[config.mk]
export PLATFORM = sky130hd
export DESIGN_NAME = clamp_close_open_sequencer_core_flat
export DESIGN_NICKNAME = d
export VERILOG_FILES = /design/src/rtl/core/ccos_pkg.sv /design/src/rtl/core/ccos_chan_if.sv /design/src/rtl/core/clamp_close_open_sequencer_core.sv /design/src/flat_wrapper.sv
export SDC_FILE = /design/constraint.sdc
export NUM_CORES = 1
export LEC_CHECK = 0
export BUFFER_PORTS_ARGS = -buffer_cell sky130_fd_sc_hd__buf_2
export CORE_MARGIN = 3
export CORE_UTILIZATION = 50
export DETAILED_ROUTE_END_ITERATION = 10
export GPL_TIMING_DRIVEN = 0
export PLACE_DENSITY = 0.71
export SETUP_SLACK_MARGIN = 0.02
export SYNTH_ARGS = -nofsm -noshare
export SYNTH_HDL_FRONTEND = slang
export SYNTH_SLANG_ARGS = --single-unit
[constraint.sdc]
create_clock -name clock -period 18.63 [get_ports clock]
set_input_delay 0.9315 -clock clock [delete_from_list [all_inputs] [get_ports clock]]
set_output_delay 0.9315 -clock clock [all_outputs]
set_load 0.01 [all_outputs]
[src/rtl/core/ccos_pkg.sv]
// Package for the clamp close/open sequencer core.
// Holds word types, register indexes, phase codes and timing constants.
// No dependencies.
package ccos_pkg;

   localparam int MaxClamps = 100;
   localparam int SeqTickMs = 10;
   localparam int HeldMax = 60000;
   localparam int NumButtons = 3;

   localparam int CsrIndexW = 3;
   localparam int CsrDataW = 16;

   typedef enum logic [CsrIndexW-1:0] {
      CSR_CLOSE_DELAY = 3'd0,
      CSR_OPEN_DELAY  = 3'd1,
      CSR_CLAMP_COUNT = 3'd2,
      CSR_SETTLE      = 3'd3,
      CSR_CMD_HOLD    = 3'd4,
      CSR_STOP_HOLD   = 3'd5
   } csr_index_type;

   typedef enum logic [1:0] {
      BTN_IDLE    = 2'd0,
      BTN_SETTLE  = 2'd1,
      BTN_PRESSED = 2'd2
   } btn_phase_type;

   typedef enum logic [3:0] {
      SEQ_INIT        = 4'd0,
      SEQ_WAIT_START  = 4'd1,
      SEQ_FIRST_DELAY = 4'd2,
      SEQ_CLOSE       = 4'd3,
      SEQ_ARM         = 4'd4,
      SEQ_SPACING     = 4'd5,
      SEQ_CHECK       = 4'd6,
      SEQ_WAIT_OPEN   = 4'd7,
      SEQ_OPEN_DELAY  = 4'd8,
      SEQ_OPEN_ONE    = 4'd9,
      SEQ_DONE        = 4'd10
   } seq_phase_type;

   typedef struct packed {
      logic start_level;
      logic open_level;
      logic pause_level;
   } req_word_type;

   typedef struct packed {
      logic       clamp_event;
      logic [6:0] clamp_index;
      logic       clamp_on;
      logic       clear_all;
      logic [6:0] closed_count;
      logic       pause_active;
      logic [3:0] phase;
   } rsp_word_type;

endpackage

[src/rtl/core/ccos_chan_if.sv]
// Valid/ready channel carrying one word of a given type.
// Used for the tick and result channels of the sequencer core.
interface ccos_chan_if #(
   parameter type word_type = logic
);
   logic     valid;
   logic     ready;
   word_type word;

   modport source (output valid, output word, input ready);
   modport sink (input valid, input word, output ready);
endinterface

[src/rtl/core/clamp_close_open_sequencer_core.sv]
// Top level of the clamp close/open sequencer: three debouncers and the phase sequencer.
// Depends on ccos_pkg and ccos_chan_if.
//
//   channel  dir  carries
//   req_if   in   one 1 ms tick word: raw start, open and pause levels (0 = pressed)
//   rsp_if   out  one result word per tick: clamp event, counts, pause, phase
//   csr_*    in   register write: enable, index, data
//
// One word per clock sustained while the result register is not stalled; each tick
// forms its state update and result while it sits in the input register, and then
// sits in the result register.
// A stalled result register holds the input register, which then drops ready.
// Synchronous reset clears all sequencer and debouncer state and loads register defaults.
module clamp_close_open_sequencer_core (
   input  logic                              clock,
   input  logic                              reset,
   ccos_chan_if.sink                         req_if,
   ccos_chan_if.source                       rsp_if,
   input  logic                              csr_wr_en,
   input  logic [ccos_pkg::CsrIndexW-1:0]    csr_index,
   input  logic [ccos_pkg::CsrDataW-1:0]     csr_wdata
);
   import ccos_pkg::*;

   logic [14:0] close_gap_ff;
   logic [14:0] open_gap_ff;
   logic [6:0]  clamp_count_ff;
   logic [7:0]  settle_ff;
   logic [15:0] cmd_hold_ff;
   logic [15:0] stop_hold_ff;

   logic          in_valid_ff;
   req_word_type  in_word_ff;
   logic          out_valid_ff;
   rsp_word_type  out_word_ff;
   logic          advance;

   logic [31:0]   now_ff;
   btn_phase_type btn_phase_ff [NumButtons];
   btn_phase_type btn_phase_in [NumButtons];
   logic [31:0]   press_stamp_ff [NumButtons];
   logic [31:0]   press_stamp_in [NumButtons];
   logic [15:0]   held [NumButtons];
   logic          level [NumButtons];
   logic [31:0]   btn_diff [NumButtons];

   seq_phase_type seq_phase_ff;
   seq_phase_type seq_phase_in;
   logic [6:0]    closed_ff;
   logic [6:0]    closed_in;
   logic [31:0]   phase_stamp_ff;
   logic [31:0]   phase_stamp_in;
   logic [31:0]   slow_stamp_ff;
   logic [31:0]   slow_stamp_in;

   logic          step;
   logic          start_hit;
   logic          open_hit;
   logic          stop_hit;
   logic          pause_hit;
   logic [31:0]   spacing_stamp;
   logic          close_expired;
   logic          spacing_expired;
   logic          open_expired;
   logic [6:0]    eff_count;
   logic [6:0]    closed_inc;
   logic          ev;
   logic [6:0]    idx;
   logic          on;
   logic          clr;

   // register file
   always_ff @(posedge clock) begin
      if (reset) begin
         close_gap_ff   <= 15'd200;
         open_gap_ff    <= 15'd100;
         clamp_count_ff <= 7'd100;
         settle_ff      <= 8'd3;
         cmd_hold_ff    <= 16'd100;
         stop_hold_ff   <= 16'd2000;
      end else if (csr_wr_en) begin
         case (csr_index)
            CSR_CLOSE_DELAY: close_gap_ff   <= csr_wdata[14:0];
            CSR_OPEN_DELAY:  open_gap_ff    <= csr_wdata[14:0];
            CSR_CLAMP_COUNT: clamp_count_ff <= csr_wdata[6:0];
            CSR_SETTLE:      settle_ff      <= csr_wdata[7:0];
            CSR_CMD_HOLD:    cmd_hold_ff    <= csr_wdata;
            CSR_STOP_HOLD:   stop_hold_ff   <= csr_wdata;
            default: ;
         endcase
      end
   end

   // handshake
   assign advance      = in_valid_ff && (!out_valid_ff || rsp_if.ready);
   assign req_if.ready = !in_valid_ff || advance;
   assign rsp_if.valid = out_valid_ff;
   assign rsp_if.word  = out_word_ff;

   always_ff @(posedge clock) begin
      if (reset) begin
         in_valid_ff  <= 1'b0;
         out_valid_ff <= 1'b0;
      end else begin
         if (req_if.ready) in_valid_ff <= req_if.valid;
         if (advance) out_valid_ff <= 1'b1;
         else if (rsp_if.ready) out_valid_ff <= 1'b0;
      end
   end

   always_ff @(posedge clock) begin
      if (req_if.valid && req_if.ready) in_word_ff <= req_if.word;
   end

   // debouncers
   assign level[0] = in_word_ff.start_level;
   assign level[1] = in_word_ff.open_level;
   assign level[2] = in_word_ff.pause_level;

   always_comb begin
      for (int b = 0; b < NumButtons; b++) begin
         btn_diff[b]       = now_ff - press_stamp_ff[b];
         btn_phase_in[b]   = btn_phase_ff[b];
         press_stamp_in[b] = press_stamp_ff[b];
         held[b]           = 16'd0;
         case (btn_phase_ff[b])
            BTN_IDLE: begin
               if (!level[b]) begin
                  press_stamp_in[b] = now_ff;
                  btn_phase_in[b]   = BTN_SETTLE;
               end
            end
            BTN_SETTLE: begin
               if (btn_diff[b] >= {24'd0, settle_ff}) btn_phase_in[b] = BTN_PRESSED;
            end
            BTN_PRESSED: begin
               if (!level[b]) begin
                  if (btn_diff[b] >= 32'(HeldMax)) begin
                     press_stamp_in[b] = now_ff - 32'(HeldMax);
                     held[b]           = 16'(HeldMax);
                  end else begin
                     held[b] = btn_diff[b][15:0];
                  end
               end else begin
                  btn_phase_in[b] = BTN_IDLE;
               end
            end
            default: btn_phase_in[b] = BTN_IDLE;
         endcase
      end
   end

   // sequencer conditions
   assign step            = (now_ff - slow_stamp_ff) >= 32'(SeqTickMs);
   assign start_hit       = held[0] >= cmd_hold_ff;
   assign open_hit        = held[1] >= cmd_hold_ff;
   assign stop_hit        = held[1] >= stop_hold_ff;
   assign pause_hit       = held[2] >= cmd_hold_ff;
   assign spacing_stamp   = pause_hit ? now_ff : phase_stamp_ff;
   assign close_expired   = (now_ff - phase_stamp_ff) >= {17'd0, close_gap_ff};
   assign spacing_expired = (now_ff - spacing_stamp) >= {17'd0, close_gap_ff};
   assign open_expired    = (now_ff - phase_stamp_ff) >= {17'd0, open_gap_ff};
   assign closed_inc      = closed_ff + 7'd1;

   always_comb begin
      if (32'(clamp_count_ff) > 32'(MaxClamps)) eff_count = 7'(MaxClamps);
      else if (clamp_count_ff == 7'd0) eff_count = 7'd1;
      else eff_count = clamp_count_ff;
   end

   // next state
   always_comb begin
      seq_phase_in = seq_phase_ff;
      if (step) begin
         case (seq_phase_ff)
            SEQ_INIT:        seq_phase_in = SEQ_WAIT_START;
            SEQ_WAIT_START:  if (start_hit) seq_phase_in = SEQ_FIRST_DELAY;
            SEQ_FIRST_DELAY: if (close_expired) seq_phase_in = SEQ_CLOSE;
            SEQ_CLOSE:       seq_phase_in = SEQ_ARM;
            SEQ_ARM:         seq_phase_in = SEQ_SPACING;
            SEQ_SPACING: begin
               if (stop_hit) seq_phase_in = SEQ_OPEN_ONE;
               else if (spacing_expired) seq_phase_in = SEQ_CHECK;
            end
            SEQ_CHECK: begin
               if (closed_ff >= eff_count) seq_phase_in = SEQ_WAIT_OPEN;
               else seq_phase_in = SEQ_CLOSE;
            end
            SEQ_WAIT_OPEN:   if (open_hit) seq_phase_in = SEQ_OPEN_DELAY;
            SEQ_OPEN_DELAY:  if (open_expired) seq_phase_in = SEQ_OPEN_ONE;
            SEQ_OPEN_ONE: begin
               if (closed_ff != 7'd0) seq_phase_in = SEQ_OPEN_DELAY;
               else seq_phase_in = SEQ_DONE;
            end
            default:         seq_phase_in = SEQ_INIT;
         endcase
      end
   end

   // outputs and datapath updates
   always_comb begin
      ev             = 1'b0;
      idx            = 7'd0;
      on             = 1'b0;
      clr            = 1'b0;
      closed_in      = closed_ff;
      phase_stamp_in = phase_stamp_ff;
      slow_stamp_in  = slow_stamp_ff;
      if (step) begin
         slow_stamp_in = now_ff;
         case (seq_phase_ff)
            SEQ_INIT: begin
               clr       = 1'b1;
               closed_in = 7'd0;
            end
            SEQ_WAIT_START:  if (start_hit) phase_stamp_in = now_ff;
            SEQ_FIRST_DELAY: if (close_expired) phase_stamp_in = now_ff;
            SEQ_CLOSE: begin
               ev  = 1'b1;
               idx = closed_ff;
               on  = 1'b1;
            end
            SEQ_ARM:         phase_stamp_in = now_ff;
            SEQ_SPACING: begin
               phase_stamp_in = spacing_stamp;
               if (spacing_expired) closed_in = closed_inc;
            end
            SEQ_CHECK:       if (closed_ff >= eff_count) closed_in = eff_count;
            SEQ_WAIT_OPEN:   if (open_hit) phase_stamp_in = now_ff;
            SEQ_OPEN_ONE: begin
               if (closed_ff != 7'd0) begin
                  closed_in      = closed_ff - 7'd1;
                  ev             = 1'b1;
                  idx            = closed_ff - 7'd1;
                  phase_stamp_in = now_ff;
               end
            end
            default: ;
         endcase
      end
   end

   // state update, one tick per advance
   always_ff @(posedge clock) begin
      if (reset) begin
         now_ff         <= 32'd0;
         seq_phase_ff   <= SEQ_INIT;
         closed_ff      <= 7'd0;
         phase_stamp_ff <= 32'd0;
         slow_stamp_ff  <= 32'd0;
         for (int b = 0; b < NumButtons; b++) begin
            btn_phase_ff[b]   <= BTN_IDLE;
            press_stamp_ff[b] <= 32'd0;
         end
      end else if (advance) begin
         now_ff         <= now_ff + 32'd1;
         seq_phase_ff   <= seq_phase_in;
         closed_ff      <= closed_in;
         phase_stamp_ff <= phase_stamp_in;
         slow_stamp_ff  <= slow_stamp_in;
         for (int b = 0; b < NumButtons; b++) begin
            btn_phase_ff[b]   <= btn_phase_in[b];
            press_stamp_ff[b] <= press_stamp_in[b];
         end
      end
   end

   always_ff @(posedge clock) begin
      if (advance) begin
         out_word_ff.clamp_event  <= ev;
         out_word_ff.clamp_index  <= idx;
         out_word_ff.clamp_on     <= on;
         out_word_ff.clear_all    <= clr;
         out_word_ff.closed_count <= closed_in;
         out_word_ff.pause_active <= pause_hit;
         out_word_ff.phase        <= 4'(seq_phase_in);
      end
   end

`ifndef SYNTHESIS
   a_close_event_arms: assert property (@(posedge clock) disable iff (reset)
      (out_valid_ff && out_word_ff.clamp_event && out_word_ff.clamp_on)
         |-> (out_word_ff.phase == 4'(SEQ_ARM)))
      else $error("closing event outside arm phase");

   a_open_event_waits: assert property (@(posedge clock) disable iff (reset)
      (out_valid_ff && out_word_ff.clamp_event && !out_word_ff.clamp_on)
         |-> (out_word_ff.phase == 4'(SEQ_OPEN_DELAY)))
      else $error("opening event outside open delay phase");

   a_clear_restarts: assert property (@(posedge clock) disable iff (reset)
      (out_valid_ff && out_word_ff.clear_all)
         |-> (out_word_ff.closed_count == 7'd0 && out_word_ff.phase == 4'(SEQ_WAIT_START)))
      else $error("clear without restart");

   a_held_saturates: assert property (@(posedge clock) disable iff (reset)
      in_valid_ff |-> (held[0] <= 16'(HeldMax) && held[1] <= 16'(HeldMax)
         && held[2] <= 16'(HeldMax)))
      else $error("held time above saturation");

   a_tick_advances: assert property (@(posedge clock) disable iff (reset)
      advance |=> (now_ff == $past(now_ff) + 32'd1))
      else $error("tick time did not advance");
`endif

endmodule
[src/flat_wrapper.sv]
// flat-port wrapper written by rule: the top's interface ports become plain ports
module clamp_close_open_sequencer_core_flat import ccos_pkg::*;
  (clock, reset, csr_wr_en, csr_index, csr_wdata, req_if_valid, req_if_word, req_if_ready, rsp_if_valid, rsp_if_word, rsp_if_ready);
  ccos_chan_if req_if_i ();
  ccos_chan_if rsp_if_i ();
  input  logic clock;
  input  logic reset;
  input  logic csr_wr_en;
  input  logic [ccos_pkg::CsrIndexW-1:0] csr_index;
  input  logic [ccos_pkg::CsrDataW-1:0] csr_wdata;
  input wire logic [$bits(req_if_i.valid)-1:0] req_if_valid;
  input wire logic [$bits(req_if_i.word)-1:0] req_if_word;
  output wire logic [$bits(req_if_i.ready)-1:0] req_if_ready;
  output wire logic [$bits(rsp_if_i.valid)-1:0] rsp_if_valid;
  output wire logic [$bits(rsp_if_i.word)-1:0] rsp_if_word;
  input wire logic [$bits(rsp_if_i.ready)-1:0] rsp_if_ready;
  assign req_if_i.valid = req_if_valid;
  assign req_if_i.word = req_if_word;
  assign req_if_ready = req_if_i.ready;
  assign rsp_if_valid = rsp_if_i.valid;
  assign rsp_if_word = rsp_if_i.word;
  assign rsp_if_i.ready = rsp_if_ready;
  clamp_close_open_sequencer_core u_core (.clock(clock), .reset(reset), .req_if(req_if_i), .rsp_if(rsp_if_i), .csr_wr_en(csr_wr_en), .csr_index(csr_index), .csr_wdata(csr_wdata));
endmodule
==> flow_metrics.py <==
metrics = {
    "cells_and_area": {
        "num_antenna_cells": 0,
        "area_growth_syn_to_layout_pct": 8.574,
        "post-route-util_pct": 55.21,
        "final_design_area_no_fill_mm2": 0.02995,
        "instances_no_fill": 4375,
        "nNetsFinal": 4013,
        "drive_gt1_share_pct": 4.947,
    },
    "power_and_ir_drop": {
        "leakagePower_nw": 13.38,
        "power_density_mw_per_mm2": 60.68,
        "totalPowerFinal_mw": 1.817,
        "ir_drop_mv": 0.08722,
    },
    "grt": {
        "grt_pass1_vias": 24496,
        "grt_antenna_before_repair": 0,
        "grt_use_total_pct": 30.46,
        "grt_first_pass_wirelength_um": 138600,
        "grt_remaining_overflow": 0,
        "grt_max_degree": 33,
    },
    "clocking": {
        "htreeDepth": 2,
        "cts_buffers": 36,
        "hold_buffers": 0,
        "clk_path_buf_depth": 3,
        "cts_tree": "yes",
        "cts_sinks": 290,
        "cts.clk_slew.worst_paths_ns": 0.06,
        "insertion_delay_ns": 0.57,
        "cts_resized": 0,
        "cts_setup_buffers": 0,
        "clockRootBuffer": "clkbuf_16",
    },
    "placement": {
        "hpwl_um": 71390,
        "portBuffers": 26,
        "dp_slack_ns": 5.452,
        "gp_congestion": 0.9899,
        "placed_area_mm2": 0.02866,
        "placed_cells": 4308,
    },
    "job": {
        "maxCapViolCount": 0,
    },
    "sta": {
        "max_slew_margin_pct": 6.622,
        "worstMarginPinSlew_ns": 1.383,
        "holdWs_ns": 0.4550,
        "hold_violations": 0,
        "finalSetupViolCount": 0,
        "slew_violations": 0,
        "fmax_mhz": 74.69,
        "setup_slack_ns": 5.242,
        "rsz0062_at_grt": "no",
        "min_period_ns": 13.39,
        "min_period_over_period_pct": 71.86,
        "fin_setup_tns_ns": 0,
        "fin_skew_ns": 0.02799,
    },
    "logic_synthesis": {
        "synth-seq-cells": 290,
        "ys.flop_type": "dfxtp_1",
        "seq_area_frac_synth_pct": 24.82,
        "synthArstFlopShare_pct": 0,
        "ys_types": 100,
        "syn_nets": 3943,
        "yosysWarnings": 0,
        "synth.avg_cell_area_um2": 7.702,
        "synth-edff-count": 104,
        "synthCells": 3581,
        "synth_area_mm2": 0.02758,
    },
    "floorplanning": {
        "fp.dieW_um": 240.9,
        "die_h_um": 240.9,
        "initial_utilization_pct": 50.85,
        "core.rowCount": 85,
        "core_area_mm2": 0.05424,
        "pin_count": 28,
        "die_area_mm2": 0.05802,
    },
    "route": {
        "routed_wl_um": 90520,
        "drt_iter0_markers": 2836,
        "routed_via_density": 6.122,
        "dr_total_vias": 26785,
        "drc": 0,
        "wl_per_cell_um": 20.69,
        "drt_first_pass_iters": 5,
        "ant_nets": 0,
    },
    "critical_path": {
        "slowest_stage": "dfxtp_1",
        "rr_endpoint": "u_core.seq_phase_ff[3]$_SDFFE_PP0P_",
        "crit_type": "flip-flop to flip-flop",
        "start_kind": "flip-flop",
        "r2r_start": "u_core.now_ff[1]$_SDFFE_PP0P_",
        "endpoint_kind": "flip-flop",
        "critPathRequiredTime_ns": 19.08,
        "slowest_delay_ns": 1.03,
        "cp_max_fo": 18,
        "r2r_cells": 42,
        "rrSetupSlack_ns": 5.24,
        "cp.arrival_ns": 13.84,
    },
    "hold_path": {
        "min_path_type": "flip-flop to flip-flop",
        "whs_path_depth": 2,
        "hold_path_end": "u_core.open_gap_ff[9]$_SDFFE_PP0P_",
        "hp-start": "u_core.open_gap_ff[9]$_SDFFE_PP0P_",
    },
    "run_status": {
        "outcome": "completed",
    },
}
[registers in the layout (all words and copies together), names as in the netlist, 4 cells and up]
register,count
u_core.closed_ff,7
u_core.press_stamp_ff,96
u_core.cmd_hold_ff,16
u_core.slow_stamp_ff,32
u_core.close_gap_ff,15
u_core.btn_phase_ff,6
u_core.stop_hold_ff,16
u_core.open_gap_ff,15
u_core.settle_ff,8
u_core.now_ff,32
u_core.clamp_count_ff,7
u_core.phase_stamp_ff,32
u_core.seq_phase_ff,4
[worst max-delay path: cells and delay by family (launching register included)]
family | cells | cell delay [ns]
compound gates | 17 | 5.28
simple gates | 14 | 3.83
flops | 1 | 1.03
buf+inv | 4 | 1.03
mux | 2 | 0.62
xor+xnor | 1 | 0.24
fa+ha+maj | 4 | 1.21
[routing by layer]
metal / wire length, um / vias up / global-route usage, %
met5: 0 / - / 0
met4: 3217 / 0 / 10.48
met3: 7071 / 179 / 3.622
met2: 39680 / 1078 / 48.81
met1: 40550 / 12529 / 42.64
li1: - / 12999 / -
[how the worst max path moves through the flow]
| stage | cells past startpoint | endpoint | startpoint |
|---|---|---|---|
| 2_1_floorplan | 45 | u_core.seq_phase_ff[3]$_SDFFE_PP0P_ | u_core.now_ff[1]$_SDFFE_PP0P_ |
| 3_3_place_gp | 42 | u_core.seq_phase_ff[3]$_SDFFE_PP0P_ | u_core.now_ff[1]$_SDFFE_PP0P_ |
| 3_5_place_dp | 46 | u_core.seq_phase_ff[3]$_SDFFE_PP0P_ | u_core.now_ff[1]$_SDFFE_PP0P_ |
| 4_1_cts | 46 | u_core.seq_phase_ff[3]$_SDFFE_PP0P_ | u_core.now_ff[1]$_SDFFE_PP0P_ |
| 5_1_grt | 46 | u_core.seq_phase_ff[3]$_SDFFE_PP0P_ | u_core.now_ff[1]$_SDFFE_PP0P_ |
| 6_report | 42 | u_core.seq_phase_ff[3]$_SDFFE_PP0P_ | u_core.now_ff[1]$_SDFFE_PP0P_ |
[cell families after synthesis]
kind of cell | after synthesis | synth area share, %
compound gates | 1070 | 24.29
xor+xnor | 199 | 6.319
fa+ha+maj | 340 | 15.59
buf+inv | 473 | 6.800
flops | 290 | 24.82
mux | 64 | 2.363
simple gates | 1145 | 19.81
[final cells by class]
class / instances / area, um^2
multi-input cells: 2818 / 18890
fillers: 5220 / 24290
clock buffers: 46 / 1033
inverters: 317 / 1190
well taps: 696 / 870.8
repair buffers: 32 / 180.2
plain buffers: 156 / 685.7
flip-flops and latches: 290 / 6847
clock inverters: 20 / 251.5
[layout by cell type (no fill, tap or decap), types with 28 or more instances in the layout]
cell	synthesis	routed
a21oi_1	394	394
a21o_1	96	95
nand2_1	370	370
clkbuf_16	0	39
mux2i_1	55	55
nor2b_1	56	56
o21a_1	43	43
o21ai_0	219	219
clkbuf_1	115	118
buf_2	32	58
xor2_1	91	91
nor2_1	315	315
o211ai_1	43	43
xnor2_1	108	108
nand3_1	59	59
and3_1	42	42
nand4_1	57	57
edfxtp_1	104	104
ha_1	330	330
inv_1	314	314
a31oi_1	28	28
dfxtp_1	186	186
nor3_1	50	50
or3_1	46	46
nand2b_1	48	48
[cell usage after synthesis, types with 14 or more instances]
master,number,area [um^2]
nor3b_1,14,105.1
o21ai_0,219,1096
buf_2,32,160.2
xnor2_1,108,945.9
nand2_1,370,1389
nor2b_1,56,350.3
nor4_1,14,87.58
nor3_1,50,250.2
or3_1,46,287.8
nand3_1,59,295.3
nand2b_1,48,300.3
edfxtp_1,104,3123
and3_1,42,262.8
o21bai_1,19,142.6
dfxtp_1,186,3724
xor2_1,91,797.0
o211ai_1,43,322.8
a31oi_1,28,175.2
a211oi_1,25,187.7
mux2i_1,55,550.5
o31ai_1,23,172.7
o21a_1,43,322.8
and2_1,20,125.1
inv_1,314,1179
a21o_1,96,720.7
ha_1,330,4129
nand4_1,57,356.6
clkbuf_1,115,431.7
nor2_1,315,1182
a21oi_1,394,1972
[power breakdown]
group          leakage, nW  internal, mW  total, mW  switching [mW]
clock                0.642         0.466      0.766           0.300
sequential            2.60         0.679      0.692          0.0129
combinational         10.1         0.129      0.360           0.231
total                 13.4          1.27       1.82           0.544
Power figures use the tool's default switching activity.
